===== config.mk =====
export PLATFORM = sky130hd
export DESIGN_NAME = fractional_period_timer_bank_core
export DESIGN_NICKNAME = d
export VERILOG_FILES = /design/src/design/fptb_pkg.sv /design/src/design/fractional_period_timer_bank_core.sv /design/src/design/fptb_ram.sv /design/src/design/fptb_slot_upd.sv /design/src/design/fptb_hit_queue.sv
export VERILOG_INCLUDE_DIRS = /design/src /design/src/design
export SDC_FILE = /design/constraint.sdc
export NUM_CORES = 2
export LEC_CHECK = 0
export ABC_CLOCK_PERIOD_IN_PS = 7600
export BUFFER_PORTS_ARGS = -buffer_cell sky130_fd_sc_hd__clkbuf_2
export CAP_MARGIN = 20
export CORE_MARGIN = 8
export CORE_UTILIZATION = 44
export CTS_BUF_LIST = sky130_fd_sc_hd__clkbuf_4 sky130_fd_sc_hd__clkbuf_8 sky130_fd_sc_hd__clkbuf_16
export DETAILED_ROUTE_END_ITERATION = 12
export PLACE_DENSITY = 0.71
export SETUP_SLACK_MARGIN = 0.15
export SLEW_MARGIN = 20
export SYNTH_ARGS = -nofsm -noshare
export SYNTH_HDL_FRONTEND = slang
export SYNTH_SLANG_ARGS = --single-unit

===== constraint.sdc =====
create_clock -name clk -period 7.6 [get_ports clk]
set_input_delay 1.52 -clock clk [delete_from_list [all_inputs] [get_ports clk]]
set_output_delay 1.52 -clock clk [all_outputs]
set_load 0.02 [all_outputs]

===== src/design/fractional_period_timer_bank_core_macros.svh =====
// assertion macros for the fractional period timer bank
`ifndef FRACTIONAL_PERIOD_TIMER_BANK_CORE_MACROS_SVH
`define FRACTIONAL_PERIOD_TIMER_BANK_CORE_MACROS_SVH

`ifndef NO_ASSERTIONS
`define FPTB_ASSERT_IMPLIES(lbl, clk, rst_n, ante, cons) \
	lbl: assert property (@(posedge clk) disable iff (!rst_n) (ante) |-> (cons)) \
		else $error("assertion failed");
`define FPTB_ASSERT_NEXT(lbl, clk, rst_n, ante, cons) \
	lbl: assert property (@(posedge clk) disable iff (!rst_n) (ante) |=> (cons)) \
		else $error("assertion failed");
`else
`define FPTB_ASSERT_IMPLIES(lbl, clk, rst_n, ante, cons)
`define FPTB_ASSERT_NEXT(lbl, clk, rst_n, ante, cons)
`endif

`endif


===== src/design/fptb_pkg.sv =====
// shared types and constants of the fractional period timer bank
`timescale 1ns / 1ps

package fptb_pkg;

	localparam int NUM_TIMERS = 16;
	localparam int FRAC_BITS  = 16;

	localparam int SLOT_W   = (NUM_TIMERS > 1) ? $clog2(NUM_TIMERS) : 1;
	localparam int CNT_W    = $clog2(NUM_TIMERS + 1);
	localparam int ID_W     = 32;
	localparam int WHOLE_W  = 16;
	localparam int FRAMES_W = WHOLE_W + 1;
	localparam int ACC_W    = FRAC_BITS + 1;
	localparam int MODE_W   = 2;
	localparam int KIND_W   = 3;

	// 1.0 in the accumulator format
	localparam logic [ACC_W-1:0] ONE_FIX = {1'b1, {FRAC_BITS{1'b0}}};

	localparam logic [MODE_W-1:0] MODE_TICK   = 2'd0;
	localparam logic [MODE_W-1:0] MODE_ADD    = 2'd1;
	localparam logic [MODE_W-1:0] MODE_CANCEL = 2'd2;

	localparam logic [KIND_W-1:0] K_ADDED     = 3'd0;
	localparam logic [KIND_W-1:0] K_FULL      = 3'd1;
	localparam logic [KIND_W-1:0] K_EXPIRED   = 3'd2;
	localparam logic [KIND_W-1:0] K_NONE      = 3'd3;
	localparam logic [KIND_W-1:0] K_CANCELLED = 3'd4;
	localparam logic [KIND_W-1:0] K_MISS      = 3'd5;

	typedef struct packed {
		logic [ID_W-1:0]      id;
		logic [FRAMES_W-1:0]  frames;
		logic [WHOLE_W-1:0]   reload_whole;
		logic [ACC_W-1:0]     accum;
		logic [FRAC_BITS-1:0] reload_frac;
		logic                 recurring;
	} entry_t;

	typedef struct packed {
		logic hit;
		logic free;
	} upd_stat_t;

	typedef struct packed {
		logic ins;
		logic pop;
	} hq_ctrl_t;

endpackage


===== src/design/fractional_period_timer_bank_core.sv =====
// top level of the fractional period timer bank
//
// channel  dir  handshake          tdata / tuser
// s_*      in   s_tvalid/s_tready  request: period, fraction, repeat, target; tuser mode
// m_*      out  m_tvalid/m_tready  result: timer id; tuser kind; tlast closes request
//
// add writes a free slot, then answers; cancel walks the slots until the first
// match or the end; tick makes the one-slot-per-cycle walk over the slot memory
// read port, then emits its results. one request is in work at a time; a new
// request is taken while the last result still sits in the output register.
// reset clears the valid bits, the id counter and the control state; the slot
// memory needs no clearing pass.
`timescale 1ns / 1ps
`include "fractional_period_timer_bank_core_macros.svh"

module fractional_period_timer_bank_core (
	input  logic        clk,
	input  logic        arst_n,
	input  logic        s_tvalid,
	output logic        s_tready,
	// [15:0] period_whole, [31:16] period_frac, [32] repeat_flag, [64:33] target_id
	input  logic [71:0] s_tdata,
	// [1:0] mode
	input  logic [1:0]  s_tuser,
	output logic        m_tvalid,
	input  logic        m_tready,
	// [31:0] timer_id
	output logic [31:0] m_tdata,
	// [2:0] kind
	output logic [2:0]  m_tuser,
	output logic        m_tlast
);

	import fptb_pkg::*;

	localparam logic [2:0] ST_IDLE = 3'd0;
	localparam logic [2:0] ST_ADD  = 3'd1;
	localparam logic [2:0] ST_CAN  = 3'd2;
	localparam logic [2:0] ST_TICK = 3'd3;
	localparam logic [2:0] ST_EMIT = 3'd4;
	localparam logic [2:0] ST_RESP = 3'd5;

	logic [2:0]            state_q;
	logic [NUM_TIMERS-1:0] valid_q;
	logic [ID_W-1:0]       next_id_q;
	logic [CNT_W-1:0]      idx_q;
	logic [SLOT_W-1:0]     addr_s1;
	logic                  pend_s1;

	logic [WHOLE_W-1:0]    whole_q;
	logic [FRAC_BITS-1:0]  frac_q;
	logic                  rep_q;
	logic [ID_W-1:0]       tgt_q;
	logic [KIND_W-1:0]     resp_kind_q;
	logic [ID_W-1:0]       resp_id_q;

	logic                  m_tvalid_q;
	logic [KIND_W-1:0]     kind_q;
	logic [ID_W-1:0]       id_q;
	logic                  last_q;

	logic                  s_acc;
	logic                  out_free;
	logic                  out_load;
	logic [KIND_W-1:0]     out_kind;
	logic [ID_W-1:0]       out_id;
	logic                  out_last;

	logic                  ram_we;
	logic [SLOT_W-1:0]     ram_waddr;
	entry_t                ram_wdata;
	logic                  ram_re;
	logic [$bits(entry_t)-1:0] ram_rdata;
	entry_t                rd_entry;
	entry_t                upd_entry;
	upd_stat_t             upd_stat;

	hq_ctrl_t              hq_ctrl;
	logic [ID_W-1:0]       hq_head;
	logic [CNT_W-1:0]      hq_count;

	logic                  any_free;
	logic [SLOT_W-1:0]     free_idx;
	logic [WHOLE_W-1:0]    whole_fix;
	logic                  walk_end;
	logic                  slot_live;
	logic                  can_hit;

	assign s_tready = state_q == ST_IDLE;
	assign s_acc    = s_tvalid && s_tready;
	assign out_free = !m_tvalid_q || m_tready;
	assign rd_entry = entry_t'(ram_rdata);
	assign walk_end = (idx_q == CNT_W'(NUM_TIMERS)) && !pend_s1;
	assign slot_live = pend_s1 && valid_q[addr_s1];
	assign can_hit  = slot_live && (rd_entry.id == tgt_q);
	assign whole_fix = (whole_q == '0) ? WHOLE_W'(1) : whole_q;

	// lowest free slot
	always_comb begin
		any_free = 1'b0;
		free_idx = '0;
		for (int i = NUM_TIMERS - 1; i >= 0; i--) begin
			if (!valid_q[i]) begin
				any_free = 1'b1;
				free_idx = SLOT_W'(i);
			end
		end
	end

	fptb_ram #(
		.WIDTH($bits(entry_t)),
		.DEPTH(NUM_TIMERS)
	) u_slot_ram (
		.clk   (clk),
		.we    (ram_we),
		.waddr (ram_waddr),
		.wdata (ram_wdata),
		.re    (ram_re),
		.raddr (idx_q[SLOT_W-1:0]),
		.rdata (ram_rdata)
	);

	fptb_slot_upd u_upd (
		.cur  (rd_entry),
		.nxt  (upd_entry),
		.stat (upd_stat)
	);

	fptb_hit_queue u_hq (
		.clk     (clk),
		.arst_n  (arst_n),
		.ctrl    (hq_ctrl),
		.ins_id  (rd_entry.id),
		.head_id (hq_head),
		.count   (hq_count)
	);

	always_comb begin
		ram_re    = ((state_q == ST_TICK) || (state_q == ST_CAN)) &&
			(idx_q != CNT_W'(NUM_TIMERS));
		ram_we    = 1'b0;
		ram_waddr = addr_s1;
		ram_wdata = upd_entry;
		hq_ctrl   = '0;
		out_load  = 1'b0;
		out_kind  = resp_kind_q;
		out_id    = resp_id_q;
		out_last  = 1'b1;
		unique case (state_q)
			ST_ADD: begin
				if (any_free) begin
					ram_we                 = 1'b1;
					ram_waddr              = free_idx;
					ram_wdata.id           = next_id_q;
					ram_wdata.frames       = FRAMES_W'(whole_fix);
					ram_wdata.reload_whole = whole_fix;
					ram_wdata.accum        = ACC_W'(frac_q);
					ram_wdata.reload_frac  = frac_q;
					ram_wdata.recurring    = rep_q;
				end
			end
			ST_TICK: begin
				if (slot_live) begin
					ram_we      = 1'b1;
					hq_ctrl.ins = upd_stat.hit;
				end
			end
			ST_EMIT: begin
				if (out_free) begin
					out_load = 1'b1;
					if (hq_count == '0) begin
						out_kind = K_NONE;
						out_id   = '0;
					end else begin
						out_kind    = K_EXPIRED;
						out_id      = hq_head;
						out_last    = hq_count == CNT_W'(1);
						hq_ctrl.pop = 1'b1;
					end
				end
			end
			ST_RESP: begin
				out_load = out_free;
			end
			default: begin
			end
		endcase
	end

	always_ff @(posedge clk or negedge arst_n) begin
		if (!arst_n) begin
			state_q   <= ST_IDLE;
			valid_q   <= '0;
			next_id_q <= '0;
			idx_q     <= '0;
			pend_s1   <= 1'b0;
		end else begin
			unique case (state_q)
				ST_IDLE: begin
					idx_q   <= '0;
					pend_s1 <= 1'b0;
					if (s_acc) begin
						unique case (s_tuser)
							MODE_TICK:   state_q <= ST_TICK;
							MODE_ADD:    state_q <= ST_ADD;
							MODE_CANCEL: state_q <= ST_CAN;
							default:     state_q <= ST_IDLE;
						endcase
					end
				end
				ST_ADD: begin
					if (any_free) begin
						valid_q[free_idx] <= 1'b1;
						next_id_q         <= next_id_q + ID_W'(1);
					end
					state_q <= ST_RESP;
				end
				ST_TICK, ST_CAN: begin
					pend_s1 <= ram_re;
					if (ram_re) begin
						idx_q <= idx_q + CNT_W'(1);
					end
					if (state_q == ST_TICK) begin
						if (slot_live && upd_stat.free) begin
							valid_q[addr_s1] <= 1'b0;
						end
						if (walk_end) begin
							state_q <= ST_EMIT;
						end
					end else if (can_hit) begin
						// first match is the lowest slot
						valid_q[addr_s1] <= 1'b0;
						state_q          <= ST_RESP;
					end else if (walk_end) begin
						state_q <= ST_RESP;
					end
				end
				ST_EMIT: begin
					if (out_load && out_last) begin
						state_q <= ST_IDLE;
					end
				end
				ST_RESP: begin
					if (out_load) begin
						state_q <= ST_IDLE;
					end
				end
				default: state_q <= ST_IDLE;
			endcase
		end
	end

	// request fields and single-result response
	always_ff @(posedge clk) begin
		if (s_acc) begin
			whole_q <= s_tdata[15:0];
			frac_q  <= s_tdata[31:16];
			rep_q   <= s_tdata[32];
			tgt_q   <= s_tdata[64:33];
		end
		if (ram_re) begin
			addr_s1 <= idx_q[SLOT_W-1:0];
		end
		unique case (state_q)
			ST_ADD: begin
				resp_kind_q <= any_free ? K_ADDED : K_FULL;
				resp_id_q   <= any_free ? next_id_q : '0;
			end
			ST_CAN: begin
				resp_kind_q <= can_hit ? K_CANCELLED : K_MISS;
				resp_id_q   <= tgt_q;
			end
			default: begin
			end
		endcase
	end

	always_ff @(posedge clk or negedge arst_n) begin
		if (!arst_n) begin
			m_tvalid_q <= 1'b0;
		end else if (out_load) begin
			m_tvalid_q <= 1'b1;
		end else if (m_tready) begin
			m_tvalid_q <= 1'b0;
		end
	end

	always_ff @(posedge clk) begin
		if (out_load) begin
			kind_q <= out_kind;
			id_q   <= out_id;
			last_q <= out_last;
		end
	end

	assign m_tvalid = m_tvalid_q;
	assign m_tdata  = id_q;
	assign m_tuser  = kind_q;
	assign m_tlast  = last_q;

	`FPTB_ASSERT_IMPLIES(a_ram_we_src, clk, arst_n, ram_we, (state_q == ST_ADD) || ((state_q == ST_TICK) && pend_s1))
	`FPTB_ASSERT_IMPLIES(a_hq_room, clk, arst_n, hq_ctrl.ins, hq_count != CNT_W'(NUM_TIMERS))
	`FPTB_ASSERT_NEXT(a_add_fills, clk, arst_n, (state_q == ST_ADD) && any_free, $countones(valid_q) == $countones($past(valid_q)) + 1)
	`FPTB_ASSERT_NEXT(a_id_hold, clk, arst_n, !((state_q == ST_ADD) && any_free), $stable(next_id_q))

endmodule


===== src/design/fptb_ram.sv =====
// generic simple dual port ram with registered read
`timescale 1ns / 1ps

module fptb_ram #(
	parameter int WIDTH = 8,
	parameter int DEPTH = 16
) (
	input  logic                                        clk,
	input  logic                                        we,
	input  logic [((DEPTH > 1) ? $clog2(DEPTH) : 1)-1:0] waddr,
	input  logic [WIDTH-1:0]                            wdata,
	input  logic                                        re,
	input  logic [((DEPTH > 1) ? $clog2(DEPTH) : 1)-1:0] raddr,
	output logic [WIDTH-1:0]                            rdata
);

	logic [WIDTH-1:0] mem_q [DEPTH];

	always_ff @(posedge clk) begin
		if (we) begin
			mem_q[waddr] <= wdata;
		end
		if (re) begin
			rdata <= mem_q[raddr];
		end
	end

endmodule


===== src/design/fptb_slot_upd.sv =====
// per-slot frame decrement and fractional reload
`timescale 1ns / 1ps

module fptb_slot_upd (
	input  fptb_pkg::entry_t    cur,
	output fptb_pkg::entry_t    nxt,
	output fptb_pkg::upd_stat_t stat
);

	import fptb_pkg::*;

	logic [FRAMES_W-1:0] dec;
	logic [WHOLE_W-1:0]  whole_fix;
	logic [ACC_W-1:0]    sum;
	logic                extra;

	always_comb begin
		dec       = cur.frames - FRAMES_W'(1);
		whole_fix = (cur.reload_whole == '0) ? WHOLE_W'(1) : cur.reload_whole;
		// accumulator never exceeds 1.0 before the add, so the sum fits
		sum       = cur.accum + ACC_W'(cur.reload_frac);
		extra     = sum > ONE_FIX;

		nxt         = cur;
		nxt.frames  = dec;
		stat.hit    = dec == '0;
		stat.free   = stat.hit && !cur.recurring;
		if (stat.hit && cur.recurring) begin
			nxt.accum  = extra ? sum - ONE_FIX : sum;
			nxt.frames = FRAMES_W'(whole_fix) + FRAMES_W'(extra);
		end
	end

endmodule


===== src/design/fptb_hit_queue.sv =====
// sorted list of expired ids, insertion by id, popped from the head
`timescale 1ns / 1ps

module fptb_hit_queue (
	input  logic                          clk,
	input  logic                          arst_n,
	input  fptb_pkg::hq_ctrl_t            ctrl,
	input  logic [fptb_pkg::ID_W-1:0]     ins_id,
	output logic [fptb_pkg::ID_W-1:0]     head_id,
	output logic [fptb_pkg::CNT_W-1:0]    count
);

	import fptb_pkg::*;

	logic [ID_W-1:0]       ids_q [NUM_TIMERS];
	logic [CNT_W-1:0]      cnt_q;
	logic [NUM_TIMERS-1:0] gt;

	// entries strictly above the new id move up; equal ids keep slot order
	always_comb begin
		for (int k = 0; k < NUM_TIMERS; k++) begin
			gt[k] = (CNT_W'(k) < cnt_q) && (ids_q[k] > ins_id);
		end
	end

	for (genvar g = 0; g < NUM_TIMERS; g++) begin : g_ent
		logic shift_in;
		logic place;
		logic [ID_W-1:0] below;

		if (g == 0) begin : g_first
			assign shift_in = 1'b0;
			assign place    = gt[0] || (cnt_q == '0);
		end else begin : g_rest
			assign shift_in = gt[g-1];
			assign place    = !gt[g-1] && (gt[g] || (CNT_W'(g) == cnt_q));
		end

		if (g == NUM_TIMERS - 1) begin : g_top
			assign below = ids_q[g];
		end else begin : g_mid
			assign below = ids_q[g+1];
		end

		always_ff @(posedge clk) begin
			if (ctrl.ins) begin
				if (shift_in) begin
					ids_q[g] <= ids_q[(g == 0) ? 0 : g-1];
				end else if (place) begin
					ids_q[g] <= ins_id;
				end
			end else if (ctrl.pop) begin
				ids_q[g] <= below;
			end
		end
	end

	always_ff @(posedge clk or negedge arst_n) begin
		if (!arst_n) begin
			cnt_q <= '0;
		end else if (ctrl.ins) begin
			cnt_q <= cnt_q + CNT_W'(1);
		end else if (ctrl.pop) begin
			cnt_q <= cnt_q - CNT_W'(1);
		end
	end

	assign head_id = ids_q[0];
	assign count   = cnt_q;

endmodule


======== Word-level counts from Yosys, hierarchy flattened ========
Memories as Yosys holds them, arrays and structs flattened. A register that Yosys moved wholly into a read port is not among the register bits.
Index checks and enable logic that the tools add are counted.
word-level totals
  flip-flop bits (word level) ............. 203
  bits in writable memories ............... 2096
  input port bits ......................... 78
  output and inout port bits .............. 38
  word-level logic and storage cells ...... 463
  memories ................................ 2
cells by class
  add/sub/neg operators ................... 8
  $lt $le $gt $ge ......................... 37
  equality and inequality tests ........... 35
  multiplexer cells ....................... 236
  bitwise gates (word level) .............. 34
  reduce and logical (&&, ||, !) cells .... 94
memories
  name              depth  width  rd ports  clocked after Yosys merged registers in  wr ports  line                  RTL
  u_slot_ram.mem_q  16     99     1         1                                        1         fptb_ram.sv:17        logic [WIDTH-1:0] mem_q [DEPTH];
  u_hq.ids_q        16     32     16        0                                        16        fptb_hit_queue.sv:15  logic [ID_W-1:0] ids_q [NUM_TIMERS];
operator list
  kind                                                                          count
  32-bit two-way mux                                                            35
  32-bit greater-than comparator                                                16
  99-bit two-way mux                                                            2
  1-bit two-way mux                                                             148
  16-bit two-way mux                                                            6
  4-bit two-way mux                                                             18
  32-bit one-hot mux with 2 select lines                                        1
  17-bit two-way mux                                                            3
  1-bit logical AND                                                             42
  4-bit by 5-bit equality test with 1-bit output (first input constant)         8
  4-bit by 5-bit less-than comparator with 1-bit output (first input constant)  8
  32-bit by 1-bit adder with 32-bit output (second input constant)              1
  32-bit equality test                                                          1
  16-bit logical NOT                                                            2
  16-bit one-hot mux with 2 select lines                                        1
  1-bit bitwise OR                                                              31
  3-bit two-way mux                                                             9
  3-bit by 5-bit equality test with 1-bit output (first input constant)         4
  3-bit by 5-bit less-than comparator with 1-bit output (first input constant)  4
  1-bit logical NOT                                                             18
  1-bit logical OR                                                              18
  16-bit by 1-bit adder with 17-bit output                                      1
  17-bit by 16-bit adder with 17-bit output                                     1
  17-bit greater-than comparator (second input constant)                        1
  other kinds (41)                                                              65

======== Depth between registers and ports, before layout ========
  word-level depth ........................ 23
  depth in mapped cells ................... 19
  depth with buffers taken out ............ 19

======== Cells and area by module ========
Synthesis repeated with hierarchy kept, for this count alone.
unflattened totals
  cells, all modules ...................... 8044
  area total of the unflattened synthesis .. 113735.3 um2
modules (own cells, without submodules)
  module                             instances  cells each  area an instance (um2)  seq. area each (um2)
  fptb_ram                           1          2534        62202.2                 50538.5
  fptb_hit_queue                     1          4213        39466.6                 15499.9
  fractional_period_timer_bank_core  1          971         9780.6                  5625.4
  fptb_slot_upd                      1          326         2285.9                  0.0

======== Worst setup path before layout ========
OpenSTA, ideal clock, no wires.
  kind .................................... register to register
  start ................................... reg addr_s1[0]
  end ..................................... mem u_slot_ram.mem_q[13][0] (netlist name) (enable)
  setup time .............................. 557 ps
  data arrival time ....................... 6147 ps
  required time ........................... 7043 ps
  slack ................................... 896 ps
  cell stages (with the launch flop) ...... 10
  path buffers ............................ 2
  clock period less this slack ............ 6704 ps
  cells stage by stage .................... edfxtp_1 clkbuf_1 mux4_2 nand2_1 a21oi_1 o211a_1 clkbuf_1 a22o_1 nand2b_1 nor2_1
on the way
  word-level cells in the longest chain between the ends .. 7
  elaborated cells between the ends (all ways) .. 9
  classes of those cells .................. mux: 8; reduce/logical: 1
ends and longest elaborated chain
  item                                       line                                      RTL
  start: declaration                         fractional_period_timer_bank_core.sv:47   logic [SLOT_W-1:0] addr_s1;
  start signal: assignment                   fractional_period_timer_bank_core.sv:262  addr_s1 <= idx_q[SLOT_W-1:0];
  1-bit binary-select mux with 4-bit select  fractional_period_timer_bank_core.sv:94   assign slot_live = pend_s1 && valid_q[addr_s1];
  1-bit two-way mux (not written as such)    fractional_period_timer_bank_core.sv:94
  1-bit logical AND                          fractional_period_timer_bank_core.sv:94
  1-bit two-way mux                          fractional_period_timer_bank_core.sv:163  if (slot_live) begin
  1-bit one-hot mux with 2 select lines      fractional_period_timer_bank_core.sv:149  unique case (state_q)
  1-bit two-way mux                          fptb_ram.sv:20                            if (we) begin
  1-bit two-way mux (not written as such)    fptb_ram.sv:21                            mem_q[waddr] <= wdata;
  end: declaration                           fptb_ram.sv:17
Parallel ways exist; a longest one is shown, timed or not. The select of a mux whose other input is x is not followed.

==> run metrics <==
status completed; # hold bufs at CTS 0; sum of negative setup slack 0 ns; # DRC 0; Net count, final about 8000; fmax ~0.18 GHz; Die X-Extent roughly 520 um; cells traversed along the worst timing path inv_1 > buf_4 > ha_1 > nand4_1 > nor4_1 > o311ai_0 > a21oi_1 > a211o_1 > buf_4 > o21ai_0 > nand2_1 > buf_12; vias between 60000 and 70000; Synth top cells by count edfxtp_1, nand2_1, ha_1, mux4_2, a21oi_1; Avg Synthesized Cell Area ~15 um^2; worst slew pin tran 1.20 ns; Fin. Hold Viols 0; switching part of the total power 0.351; Worst Path Max Fanout 34; Reg area 0.0717 mm^2; net switching power about 17 mW; # rows between 150 and 200; cell count of the worst reg-to-reg path 12; Num Clock Sinks roughly 2400; Setup crit end u_hq.ids_q[0][116]$_DFFE_PP_; GRT Total Usage 0.223; largest net degree at the start of global routing around 160; most frequent cell on the critical path buf_4; worst reg2reg path startpoint u_slot_ram.rdata[88]$_DFFE_PP_; crit path time final 5.61 ns; Worst Setup End Kind flip-flop; Resize count post-CTS 0; Routed WL slightly above 300000 um; GP Congestion 0.927; r2r setup slk roughly 2 ns; initial antenna violation count 6; port bufs about 110; slowest stage delay, CP approximately 0.75 ns; drt first pass iters 6; fin cells approximately 11000; vias in the first global route 70100; average wire per standard cell roughly 28 um; Yosys top cell area share 0.624; IO Count ~120; Pins Over Slew Limit 0; Initial Utilization 0.442; largest cells by area after synthesis edfxtp_1, mux4_2, ha_1, nand2_1, a221o_1; die area between 0.2 and 0.3 mm^2; Slew HR 0.199; most common cell in the netlist edfxtp_1; layout cells sized above 1 0.175; H-Tree Depth 4; synthesis-to-layout area growth 11.9%; internal power 31.9 mW; Routed Antenna Nets 0; multi-input logic area approximately 0.04 mm^2; WP data required 8.16 ns; instance area at placement about 0.12 mm^2; number of CTS-inserted buffers ~230; number of post-CTS setup repair buffers 0; Clk pwr share 0.247; post-route cell area about 0.13 mm^2; critical path type flip-flop to flip-flop; setup violators final 0; Levels on crit path 12; Placed Cells between 10000 and 15000; worst min-delay path class flip-flop to flip-flop; Fillers roughly 21000; Leakage 42.9 nW; core box area 0.254 mm^2; arrival time at the worst endpoint approximately 6 ns; Critical-path top delay cell nand2_1; max_cap viols 0; Worst Skew 0.0864 ns; delay-heaviest family, CP simple AND/OR/NAND/NOR gates; Buf/Inv on CP 4; sequential share of the synthesized area 0.638; Die H approximately 520 um; Core Util, Final 0.495; Flop pwr share 0.426; RR Endpoint u_hq.ids_q[0][116]$_DFFE_PP_; ys async rst share 0.0263; power per cell area 392 mW/mm^2; Worst-path clk slew 0.06 ns; Seq cells post-synth between 2000 and 2500; Logic pwr share 0.328; area leader, netlist edfxtp_1; crit path launch u_slot_ram.rdata[88]$_DFFE_PP_; Clk Latency, worst-skew pair 0.90 ns; RSZ-0062 raised after global routing false; Power Total between 40 and 50 mW; first-pass GRT wire length about 460000 um; startpoint types flip-flop; vias per inst 6.33; Yosys cell types 93; CTS max path bufs 3; Post-Syn Nets around 8000; Iter 0 DRT Violations roughly 8600; gr ovfl total 0; Tcrit/Tclk final 0.738; number of synthesized flops with an enable pin approximately 2300; CTS root buf clkbuf_16; synth warn 0; main flop type after synthesis edfxtp_1; VDD IR max between 0.0003 and 0.0004 V; DP HPWL approximately 190000 um; Syn Inst Count 7314; Syn Std Cell Area around 0.11 mm^2; TritonCTS clock tree built
-- worst register-to-register path, stage by stage (launching register included) --
cell	delay, ns
edfxtp_1	0.70
inv_1	0.44
buf_4	0.32
ha_1	0.32
nand4_1	0.19
nor4_1	0.67
o311ai_0	0.46
a21oi_1	0.48
a211o_1	0.16
buf_4	0.40
o21ai_0	0.14
nand2_1	0.75
buf_12	0.25
-- placed cells by master (no fill, tap or decap), types with 30 or more instances in the layout --
cell	n
mux4_2	497
mux2_2	32
and3_1	53
clkbuf_4	43
clkbuf_2	107
buf_4	169
nand2_1	723
nor3_1	40
nand4_1	141
edfxtp_1	2334
clkinv_1	45
a21boi_0	40
xor2_1	30
nand3_1	115
ha_1	540
mux2i_1	146
and2_1	48
clkbuf_16	232
a31oi_1	111
clkinv_2	45
nor2_1	175
o21ai_0	249
xnor2_1	84
inv_1	90
o21ai_1	42
bufinv_16	34
dfrtp_1	59
a221o_1	262
nor2b_1	30
a21oi_1	409
a22o_1	65
a21o_1	111
o211ai_1	55
-- cells by family (layout without fill, tap and decap cells) --
logic type               count (synthesis)  in the layout  synth area share
AO/OA/AOI/OAI                         1548           1548            0.0945
buffers and inverters                  548            831            0.0193
multiplexers                           676            676             0.116
XOR/XNOR                               114            114           0.00889
other                                    0              6                 0
flip-flops                            2397           2397             0.638
adder cells (fa/ha/maj)                541            541            0.0604
AND/OR/NAND/NOR                       1490           1490            0.0625
-- power groups by stage --
| stage | Combinational (mW) | Sequential (mW) | Clock, mW |
|---|---|---|---|
| finish | 16.1 | 21.0 | 12.1 |
| floorplan | 10.9 | 20.4 | 0 |
| CTS | 16.0 | 20.9 | 12.3 |
| detailed placement | 15.8 | 21.1 | 0 |
| global placement | 15.2 | 21.0 | 0 |
| global route | 17.5 | 21.1 | 12.8 |
-- cell type report --
| cell class | instances | share of cell area |
|---|---|---|
| Sequential cell | 2397 | 0.571 |
| Inverter | 91 | 0.00276 |
| Tap cell | 3366 | 0.0335 |
| Clock buffer | 275 | 0.0488 |
| Multi-Input combinational cell | 4369 | 0.310 |
| Antenna cell | 6 | 0.000120 |
| Timing Repair Buffer | 307 | 0.0191 |
| Clock inverter | 158 | 0.0153 |
-- state kept, by name, indices dropped and copies added, names as in the netlist, 4 cells and up --
register / cells
u_slot_ram.mem_q: 1584
m_tdata: 32
addr_s1: 4
idx_q: 5
whole_q: 16
resp_id_q: 32
tgt_q: 32
frac_q: 16
u_hq.count: 5
valid_q: 16
u_hq.ids_q: 512
next_id_q: 32
u_slot_ram.rdata: 99
-- routing by layer --
layer	vias up	wire length (um)	global-route usage
li1	29800	-	-
met1	35500	119000	0.285
met2	3625	154000	0.378
met3	653	24700	0.0365
met4	0	14200	0.0942
met5	-	0	0
-- how the worst min path moves through the flow --
stage | startpoint | slack, ns | to | cells after the start
global placement | next_id_q[8]$_DFFE_PN0P_ | 0.50 | next_id_q[8]$_DFFE_PN0P_ | 1
detailed placement | next_id_q[8]$_DFFE_PN0P_ | 0.51 | next_id_q[8]$_DFFE_PN0P_ | 1
finish | next_id_q[8]$_DFFE_PN0P_ | 0.52 | next_id_q[8]$_DFFE_PN0P_ | 1
CTS | next_id_q[8]$_DFFE_PN0P_ | 0.52 | next_id_q[8]$_DFFE_PN0P_ | 1
floorplan | idx_q[0]$_DFFE_PN0P_ | 0.45 | addr_s1[0]$_DFFE_PP_ | 0
global route | next_id_q[10]$_DFFE_PN0P_ | 0.54 | next_id_q[10]$_DFFE_PN0P_ | 1
-- metrics by stage --
step | setup WS, ns | hold slack [ns]
after floorplan | 0.896 | 0.451
final | 1.99 | 0.522
after CTS | 2.06 | 0.518
after global placement | 2.04 | 0.496
after global routing | 1.81 | 0.543
after detailed placement | 2.09 | 0.507
Note: power is estimated with default switching activity, not from simulation.
